File: src/rtl/ddd_pkg.sv
// ddd_pkg: shared widths, constants and calendar tables for date_difference_in_days
// no dependencies
package ddd_pkg;

	localparam int DAY_W  = 5;
	localparam int MON_W  = 4;
	localparam int YEAR_W = 14;
	localparam int CNT_W  = 22;
	localparam int DN_W   = 23;
	localparam int QUO_W  = 8;
	localparam int PROD_W = 27;

	localparam int MAX_YEAR = 9999;

	// reciprocal of 100 as 5243 / 2^19, exact for every 14-bit operand
	localparam logic [12:0] RECIP_100   = 13'd5243;
	localparam int          RECIP_SHIFT = 19;

	localparam logic [MON_W-1:0] MON_JAN = 4'd1;
	localparam logic [MON_W-1:0] MON_FEB = 4'd2;
	localparam logic [MON_W-1:0] MON_MAR = 4'd3;
	localparam logic [MON_W-1:0] MON_APR = 4'd4;
	localparam logic [MON_W-1:0] MON_MAY = 4'd5;
	localparam logic [MON_W-1:0] MON_JUN = 4'd6;
	localparam logic [MON_W-1:0] MON_JUL = 4'd7;
	localparam logic [MON_W-1:0] MON_AUG = 4'd8;
	localparam logic [MON_W-1:0] MON_SEP = 4'd9;
	localparam logic [MON_W-1:0] MON_OCT = 4'd10;
	localparam logic [MON_W-1:0] MON_NOV = 4'd11;
	localparam logic [MON_W-1:0] MON_DEC = 4'd12;

	typedef struct packed {
		logic s1;
		logic s2;
		logic s3;
	} ddd_stage_en_t;

	function automatic logic [DAY_W-1:0] month_len(input logic [MON_W-1:0] m,
		input logic leap);
		logic [DAY_W-1:0] len;
		unique case (m)
			MON_FEB: len = leap ? 5'd29 : 5'd28;
			MON_APR, MON_JUN, MON_SEP, MON_NOV: len = 5'd30;
			default: len = 5'd31;
		endcase
		return len;
	endfunction

	function automatic logic [8:0] days_before(input logic [MON_W-1:0] m);
		logic [8:0] n;
		unique case (m)
			MON_FEB: n = 9'd31;
			MON_MAR: n = 9'd59;
			MON_APR: n = 9'd90;
			MON_MAY: n = 9'd120;
			MON_JUN: n = 9'd151;
			MON_JUL: n = 9'd181;
			MON_AUG: n = 9'd212;
			MON_SEP: n = 9'd243;
			MON_OCT: n = 9'd273;
			MON_NOV: n = 9'd304;
			MON_DEC: n = 9'd334;
			default: n = 9'd0;
		endcase
		return n;
	endfunction

endpackage

File: src/rtl/ddd_day_number.sv
// ddd_day_number: three-stage validity check and day number of one date
// depends on ddd_pkg; stage enables come from the top level
module ddd_day_number import ddd_pkg::*; (
	input  logic              clk,
	input  ddd_stage_en_t     en,
	input  logic [DAY_W-1:0]  day,
	input  logic [MON_W-1:0]  month,
	input  logic [YEAR_W-1:0] year,
	output logic              ok_s3,
	output logic [DN_W-1:0]   dnum_s3
);

	logic [DAY_W-1:0]  d_s1, d_s2;
	logic [MON_W-1:0]  m_s1, m_s2;
	logic [YEAR_W-1:0] p_s1;
	logic [PROD_W-1:0] prod_s1;
	logic              range_ok_s1;
	logic              ok_s2, leap_s2;
	logic [DN_W-1:0]   part_s2;

	logic [YEAR_W-1:0] p_c, q100_c, r_c;
	logic [QUO_W-1:0]  q_c, qp1_c;
	logic              range_ok_c, leap_c, ok_c;
	logic [DN_W-1:0]   part_c, dnum_c;

	// stage 1: range checks, year minus one, reciprocal product
	assign p_c = year - 14'd1;
	assign range_ok_c = (day != '0) && (month >= MON_JAN) && (month <= MON_DEC) &&
		(year != '0) && (year <= YEAR_W'(MAX_YEAR));

	always_ff @(posedge clk) begin
		if (en.s1) begin
			d_s1        <= day;
			m_s1        <= month;
			p_s1        <= p_c;
			prod_s1     <= PROD_W'(p_c) * PROD_W'(RECIP_100);
			range_ok_s1 <= range_ok_c;
		end
	end

	// stage 2: quotient by 100, leap year, month length, year part of day number
	assign q_c    = prod_s1[RECIP_SHIFT +: QUO_W];
	assign qp1_c  = q_c + 8'd1;
	assign q100_c = YEAR_W'(q_c) * 14'd100;
	assign r_c    = p_s1 - q100_c;
	assign leap_c = ((p_s1[1:0] == 2'd3) && (r_c != 14'd99)) ||
		((r_c == 14'd99) && (qp1_c[1:0] == 2'd0));
	assign ok_c   = range_ok_s1 && (d_s1 <= month_len(m_s1, leap_c));
	assign part_c = DN_W'(p_s1) * 23'd365 + DN_W'(p_s1[YEAR_W-1:2]) - DN_W'(q_c) +
		DN_W'(q_c[QUO_W-1:2]);

	always_ff @(posedge clk) begin
		if (en.s2) begin
			d_s2    <= d_s1;
			m_s2    <= m_s1;
			ok_s2   <= ok_c;
			leap_s2 <= leap_c;
			part_s2 <= part_c;
		end
	end

	// stage 3: month and day part
	assign dnum_c = part_s2 + DN_W'(days_before(m_s2)) +
		DN_W'((m_s2 > MON_FEB) && leap_s2) + DN_W'(d_s2);

	always_ff @(posedge clk) begin
		if (en.s3) begin
			ok_s3   <= ok_s2;
			dnum_s3 <= ok_s2 ? dnum_c : '0;
		end
	end

endmodule

File: src/rtl/date_difference_in_days.sv
// date_difference_in_days: top level, four-stage pipeline giving the days between two dates
// depends on ddd_pkg and ddd_day_number
//
// Each word carries two Gregorian dates; the result word gives dates_valid and the absolute
// number of days between them, or zero when either date is invalid (day or month zero, month
// above 12, year zero or above 9999, day beyond the month length). A new word is taken every
// cycle while in_stall is low; the four register stages are the range checks with the
// reciprocal multiply by 1/100, the leap year and year part of the day number, the month and
// day part, and the subtraction. Stall on the output halts the pipeline from the last stage
// back; empty stages still take words, so in_stall rises only when all four are full.
module date_difference_in_days import ddd_pkg::*; (
	input  logic              clk,
	input  logic              arst_n,
	input  logic              in_valid,
	output logic              in_stall,
	input  logic [DAY_W-1:0]  first_day,
	input  logic [MON_W-1:0]  first_month,
	input  logic [YEAR_W-1:0] first_year,
	input  logic [DAY_W-1:0]  second_day,
	input  logic [MON_W-1:0]  second_month,
	input  logic [YEAR_W-1:0] second_year,
	output logic              out_valid,
	input  logic              out_stall,
	output logic              dates_valid,
	output logic [CNT_W-1:0]  day_count
);

	logic          v_s1, v_s2, v_s3, v_s4;
	logic          rdy1, rdy2, rdy3, rdy4;
	ddd_stage_en_t en;

	logic            ok_a_s3, ok_b_s3;
	logic [DN_W-1:0] dn_a_s3, dn_b_s3;
	logic [DN_W-1:0] diff_c;
	logic            both_ok_c;
	logic            sat_c;

	logic             dates_valid_s4;
	logic [CNT_W-1:0] day_count_s4;

	assign rdy4 = !v_s4 || !out_stall;
	assign rdy3 = !v_s3 || rdy4;
	assign rdy2 = !v_s2 || rdy3;
	assign rdy1 = !v_s1 || rdy2;

	assign en.s1 = rdy1;
	assign en.s2 = rdy2;
	assign en.s3 = rdy3;

	assign in_stall = !rdy1;

	always_ff @(posedge clk or negedge arst_n) begin
		if (!arst_n) begin
			v_s1 <= 1'b0;
			v_s2 <= 1'b0;
			v_s3 <= 1'b0;
			v_s4 <= 1'b0;
		end else begin
			if (rdy1) v_s1 <= in_valid;
			if (rdy2) v_s2 <= v_s1;
			if (rdy3) v_s3 <= v_s2;
			if (rdy4) v_s4 <= v_s3;
		end
	end

	ddd_day_number u_first (
		.clk     (clk),
		.en      (en),
		.day     (first_day),
		.month   (first_month),
		.year    (first_year),
		.ok_s3   (ok_a_s3),
		.dnum_s3 (dn_a_s3)
	);

	ddd_day_number u_second (
		.clk     (clk),
		.en      (en),
		.day     (second_day),
		.month   (second_month),
		.year    (second_year),
		.ok_s3   (ok_b_s3),
		.dnum_s3 (dn_b_s3)
	);

	// stage 4: absolute difference, zero for an invalid pair
	assign both_ok_c = ok_a_s3 && ok_b_s3;
	assign diff_c    = (dn_a_s3 > dn_b_s3) ? (dn_a_s3 - dn_b_s3) : (dn_b_s3 - dn_a_s3);
	// clamp to the count width
	assign sat_c     = diff_c > DN_W'({CNT_W{1'b1}});

	always_ff @(posedge clk) begin
		if (rdy4) begin
			dates_valid_s4 <= both_ok_c;
			day_count_s4   <= both_ok_c ? (sat_c ? '1 : diff_c[CNT_W-1:0]) : '0;
		end
	end

	assign out_valid   = v_s4;
	assign dates_valid = dates_valid_s4;
	assign day_count   = day_count_s4;

	// checks
	a_stall_full: assert property (@(posedge clk) disable iff (!arst_n)
		in_stall |-> (v_s1 && v_s2 && v_s3 && v_s4 && out_stall))
		else $error("input stalled with room in the pipeline");

	a_invalid_zero: assert property (@(posedge clk) disable iff (!arst_n)
		(out_valid && !dates_valid) |-> (day_count == '0))
		else $error("invalid pair gave a nonzero count");

	a_word_kept: assert property (@(posedge clk) disable iff (!arst_n)
		(v_s3 && out_valid && out_stall) |=> (v_s3 && out_valid))
		else $error("word lost while stalled");

endmodule

File: config.mk
export PLATFORM = sky130hd
export DESIGN_NAME = date_difference_in_days
export DESIGN_NICKNAME = d
export VERILOG_FILES = /design/src/rtl/ddd_pkg.sv /design/src/rtl/ddd_day_number.sv /design/src/rtl/date_difference_in_days.sv
export SDC_FILE = /design/constraint.sdc
export NUM_CORES = 1
export LEC_CHECK = 0
export BUFFER_PORTS_ARGS = -buffer_cell sky130_fd_sc_hd__buf_2
export CAP_MARGIN = 10
export CORE_ASPECT_RATIO = 0.75
export CORE_MARGIN = 2
export CORE_UTILIZATION = 50
export DETAILED_ROUTE_END_ITERATION = 8
export PLACE_DENSITY = 0.66
export SYNTH_ARGS = -nofsm -noshare
export SYNTH_HDL_FRONTEND = slang
export SYNTH_SLANG_ARGS = --single-unit
File: constraint.sdc
create_clock -name clk -period 6.7 [get_ports clk]
set_input_delay 1.005 -clock clk [delete_from_list [all_inputs] [get_ports clk]]
set_output_delay 1.005 -clock clk [all_outputs]
set_load 0.01 [all_outputs]
# == Yosys cells after proc, flatten, opt, wreduce, memory -nomap -nowiden ==
# Memories as Yosys holds them, arrays and structs flattened. A register that Yosys moved wholly into a read port is not among the register bits.
# Cells that the tools add are included.
# word_totals
register_bits,245
mem_bits_ro,288
inputBits,50
out_inout_bits,25
elab_cells,131
n_memories,2
# classes
add_sub_neg,20
mul,6
order_cmp,12
eq_ne,16
mux,8
reduce_logical,37
# mem_list
name,words,width,rd,rd_ports_with_merged_regs,write_ports,line,text
(name not given),16,9,1,1,0,ddd_pkg.sv:51,unique case (m)
(name not given),16,9,1,1,0,ddd_pkg.sv:51,
# ops
op,n
$mul A14 B13 Y27 const B,2
$add A23 B1 Y23,2
$add A23 B12 Y23,2
$add A23 B5 Y23,2
$add A23 B6 Y23,2
$add A23 B9 Y23,2
$mul A14 B9 Y23 const B,2
$sub A23 B23 Y23,2
$sub A23 B8 Y23,2
$eq A14 B7 Y1 const B,2
$le A14 B14 Y1 const B,2
$ne A14 B7 Y1 const B,2
$reduce_bool A14 Y1,2
$sub A14 B1 Y14 const B,2
$sub A14 B14 Y14,2
$mul A8 B5 Y12 const B,2
$gt A23 B22 Y1 const B,1
$gt A23 B23 Y1,1
$mux W23,1
$mux W22,1
$pmux W5 S2,2
$logic_and A1 B1 Y1,17
$eq A4 B3 Y1 const B,4
$eq A4 B4 Y1 const B,4
other kinds (14),36

# == Logic depth before layout (Yosys ltp) ==
# logic_depth
word_depth,9
depth_mapped,31
ltp_nobuf,30

# == Modules after synthesis ==
# A second synthesis with hierarchy kept.
# hier_totals
hier_cells,2769
area_unflattened_um2,28553.6
# modules_own_cells
module,instances,cells_each,area_each_um2,seq_area_each_um2
ddd_day_number (u_first),1,1169,12538.3,2882.8
ddd_day_number (u_second),1,1161,12514.5,2882.8
date_difference_in_days,1,439,3500.9,790.8

# == Worst setup path before layout ==
# OpenSTA, ideal clock, no wires.
# synth_timing
path_kind,input port to flip-flop
startpoint,input first_year[4]
endpoint,"register u_first.prod_s1[26], data pin"
setup_time_ns,0.260
t_arrival_ns,7.657
required_ns,6.440
path_slack_ns,-1.217
cell_stages,24
n_path_buf,0
cell_sequence,or4_1 -> or4_1 -> or3_1 -> xnor2_1 -> ha_1 -> fa_1 -> fa_1 -> fa_1 -> inv_1 -> fa_1 -> inv_1 -> ha_1 -> a21o_1 -> a21o_1 -> a21oi_1 -> o21ai_0 -> a2111oi_0 -> nor3_1 -> a211oi_1 -> o21bai_1 -> a21o_1 -> a21oi_1 -> o21bai_1 -> xnor2_1
# synth_via
elab_chain_cells,2
# synth_lines
element,line,text
start: declaration,date_difference_in_days.sv:18,"input logic [YEAR_W-1:0] first_year,"
$sub A14 B1 Y14,ddd_day_number.sv:27,assign p_c = year - 14'd1;
named net u_first.p_c[12],ddd_day_number.sv:21,"logic [YEAR_W-1:0] p_c, q100_c, r_c;"
$mul A14 B13 Y27,ddd_day_number.sv:36,prod_s1 <= PROD_W'(p_c) * PROD_W'(RECIP_100);
end signal: assignment,ddd_day_number.sv:36,
end: declaration,ddd_day_number.sv:16,logic [PROD_W-1:0] prod_s1;
# The timed path passes the listed nets, and every way through them passes these cells.
# A chain may end at the register's enable or synchronous reset.

# == Final worst setup path ==
# Ends and elaborated chain as after synthesis.

==> results_dict.tcl <==
set metrics [dict create \
    status "finished, violations left" \
    failed_checks "setup timing" \
    regArea_um2 6556 \
    fin_cells 3629 \
    drv_cap 0 \
    wl_per_cell_um 16.98 \
    h-tree-depth 1 \
    grt_max_degree 80 \
    end_kind "flop" \
    postLayoutCoreUtil 0.5778 \
    die_h_um 208.2 \
    max_freq_ghz 0.1448 \
    place_area_um2 30360 \
    cp_data_required_time_ns 6.99 \
    r2r_slack_ns 0.89 \
    place_hpwl_mm 52.23 \
    yosys-top-cells-count "inv_1 (608), ha_1 (535), fa_1 (302), edfxtp_1 (203), a21oi_1 (126)" \
    cts_tree "yes" \
    fin_skew_ns 0.02382 \
    relSlewSlack 0.3058 \
    ys.flop_type "edfxtp_1" \
    dp_cells 3570 \
    syn_inst 2644 \
    ys_seq_area_frac 0.2359 \
    syn_area_um2 27790 \
    async_flop_share 0.01778 \
    reg2reg_to "u_first.part_s2[21]$_DFFE_PN_" \
    nNetsFinal 3775 \
    worstHoldPathType "in -> async" \
    syn_area_per_cell_um2 10.51 \
    cts_buffer_depth 3 \
    io_pins 75 \
    multi_input_area_um2 19380 \
    synth-edff-count 203 \
    r2r-start "u_first.p_s1[7]$_DFFE_PN_" \
    worst_r2r_path_depth 21 \
    core-area_um2 54720 \
    fin_area_um2 31620 \
    finalHoldViolCount 0 \
    synth_top_area_share 0.2409 \
    cts_hold_buf 0 \
    drtIter0Drc 1318 \
    path_class "in -> reg" \
    die_x_um 276.2 \
    synthTopCellsByArea "ha_1 (24%), edfxtp_1 (22%), fa_1 (22%)" \
    cts_made_buffers 25 \
    yosysWarnings 0 \
    routed-via-count 18850 \
    grt_overflow_total 0 \
    gp_congestion 0.9638 \
    area_growth_pct 13.78 \
    grt_pass1_vias 19730 \
    drive_above_1_share 0.1325 \
    drc 0 \
    initial_utilization 0.5078 \
    critPathMaxFanout 3 \
    row_count 74 \
    fin_crit_sh 1.031 \
    antenna_found_initial 1 \
    io_buffers 74 \
    clockRootBuffer "clkbuf_16" \
    clkLatencyLatePin_ns 0.54 \
    startpoint_type "input pin" \
    yosysUniqueCellTypes 67 \
    fillers 4646 \
    setup_violations 3 \
    yosysMostFrequentCell "inv_1" \
    drt-total-wl_mm 61.64 \
    worst_pin_slew_ns 1.041 \
    grt_pass1_wl_mm 101.8 \
    clock-sinks 225 \
    crit_arrival_ns 7.20 \
    min_period_ns 6.907 \
    drtPass1Iterations 7 \
    track_usage 0.2194 \
    synth_top_cell_by_area "ha_1" \
    routed_via_density 5.194 \
    synth-seq-cells 225 \
    setup_slack_ns -0.2067 \
    ant_nets 0 \
    synth_nets 3531 \
    rsz0062_at_grt "yes" \
    drv_slew 0 \
    die_area_um2 57500 \
    path_clk_slew_ns 0.06 \
]
cell families after synthesis:
family | Yosys count | synth area share
buf+inv | 639 | 0.08708
fa+ha+maj | 837 | 0.4584
simple gates | 378 | 0.07046
compound gates | 377 | 0.08703
mux | 29 | 0.01067
xor+xnor | 159 | 0.05038
flops | 225 | 0.2359
state kept, by name, indices dropped and copies added, names as in the netlist, 4 cells and up, named ones only:
signal / flops
u_first.dnum_s3: 23
u_first.part_s2: 23
u_second.dnum_s3: 23
u_second.part_s2: 23
day_count: 22
u_first.p_s1: 13
u_second.p_s1: 13
u_first.prod_s1: 9
u_second.prod_s1: 9
u_first.d_s1: 5
u_first.d_s2: 5
u_second.d_s1: 5
u_second.d_s2: 5
u_first.m_s1: 4
u_first.m_s2: 4
u_second.m_s1: 4
u_second.m_s2: 4
routing by layer:
metal / wire, um / track usage / vias up / part of all wire
li1: - / - / 9167 / -
met1: 31680 / 0.3394 / 9269 / 0.51
met2: 26390 / 0.3366 / 358 / 0.43
met3: 2642 / 0.02336 / 54 / 0.043
met4: 928 / 0.03637 / 0 / 0.015
met5: 0 / 0 / - / 0
cells in the final DEF, fill, tap and decap left out, types with 13 or more instances in the layout:
| cell | netlist | routed |
|---|---|---|
| o21a_1 | 24 | 24 |
| edfxtp_1 | 203 | 203 |
| nor3_1 | 17 | 15 |
| buf_4 | 2 | 170 |
| and2_1 | 33 | 32 |
| ha_4 | 0 | 13 |
| nor2_1 | 66 | 62 |
| ha_1 | 535 | 522 |
| mux2i_1 | 24 | 24 |
| nand3_1 | 27 | 26 |
| nor3b_1 | 14 | 13 |
| o21ai_0 | 71 | 68 |
| nor2b_1 | 30 | 30 |
| nand2b_1 | 27 | 25 |
| inv_1 | 608 | 594 |
| dfxtp_1 | 18 | 18 |
| and3_1 | 13 | 13 |
| xnor2_1 | 99 | 90 |
| buf_2 | 8 | 71 |
| nand4_1 | 16 | 16 |
| fa_1 | 302 | 301 |
| clkbuf_16 | 0 | 25 |
| a21o_1 | 63 | 63 |
| a21oi_1 | 126 | 122 |
| nand2_1 | 93 | 91 |
| xor2_1 | 59 | 55 |
worst max-delay path by stage:
stage / from / slack (ns) / depth (start not counted) / to
2_1_floorplan: first_year[4] / -0.68 / 24 / u_first.prod_s1[26]$_DFFE_PN_
3_3_place_gp: first_year[4] / -1.09 / 26 / u_first.prod_s1[26]$_DFFE_PN_
3_5_place_dp: first_year[4] / -1.18 / 26 / u_first.prod_s1[26]$_DFFE_PN_
4_1_cts: first_year[4] / -0.12 / 25 / u_first.prod_s1[26]$_DFFE_PN_
5_1_grt: first_year[4] / -0.43 / 25 / u_first.prod_s1[26]$_DFFE_PN_
6_report: first_year[4] / -0.21 / 25 / u_first.prod_s1[26]$_DFFE_PN_
timing repair:
item,CTS,global route
gates resized for setup,28,42
setup endpoints to repair,9,10
buffers inserted,8,12
pin swaps,14,39
worst max-delay path, stage by stage:
cell	delay, ns
buf_6	0.09
or4_4	0.55
or4_4	0.45
or3_4	0.43
xnor2_4	0.22
ha_4	0.23
fa_1	0.53
fa_1	0.43
fa_1	0.49
inv_1	0.05
fa_1	0.49
inv_2	0.05
ha_4	0.21
a21o_1	0.15
a21o_1	0.20
a21oi_2	0.16
o21ai_2	0.10
a2111oi_4	0.31
nor3_2	0.09
a211oi_2	0.27
o21bai_1	0.14
a21o_1	0.19
a21oi_2	0.15
o21bai_1	0.10
xnor2_1	0.12
per-stage QoR:
step	setup slack, ns	TNS [ns]	hold slack [ns]
2_1_floorplan	-0.6764	-2.348	0.4260
5_1_grt	-0.4258	-1.506	0.2429
4_1_cts	-0.1156	-0.2056	0.2306
3_5_place_dp	-1.184	-9.765	0.4382
3_3_place_gp	-1.092	-8.449	0.4445
6_report	-0.2067	-0.5636	0.2587
cell type report:
class / instances / share of cell area
multi-input cells: 1780 / 0.6129
diodes: 1 / 0.00007914
clock inverters: 11 / 0.002612
repair buffers: 248 / 0.05421
inverters: 608 / 0.07245
clock buffers: 34 / 0.02180
well taps: 722 / 0.02857
flip-flops and latches: 225 / 0.2074
Power is not shown: default switching activity piles up to over one toggle a cycle in this logic, so the estimate is an artifact.
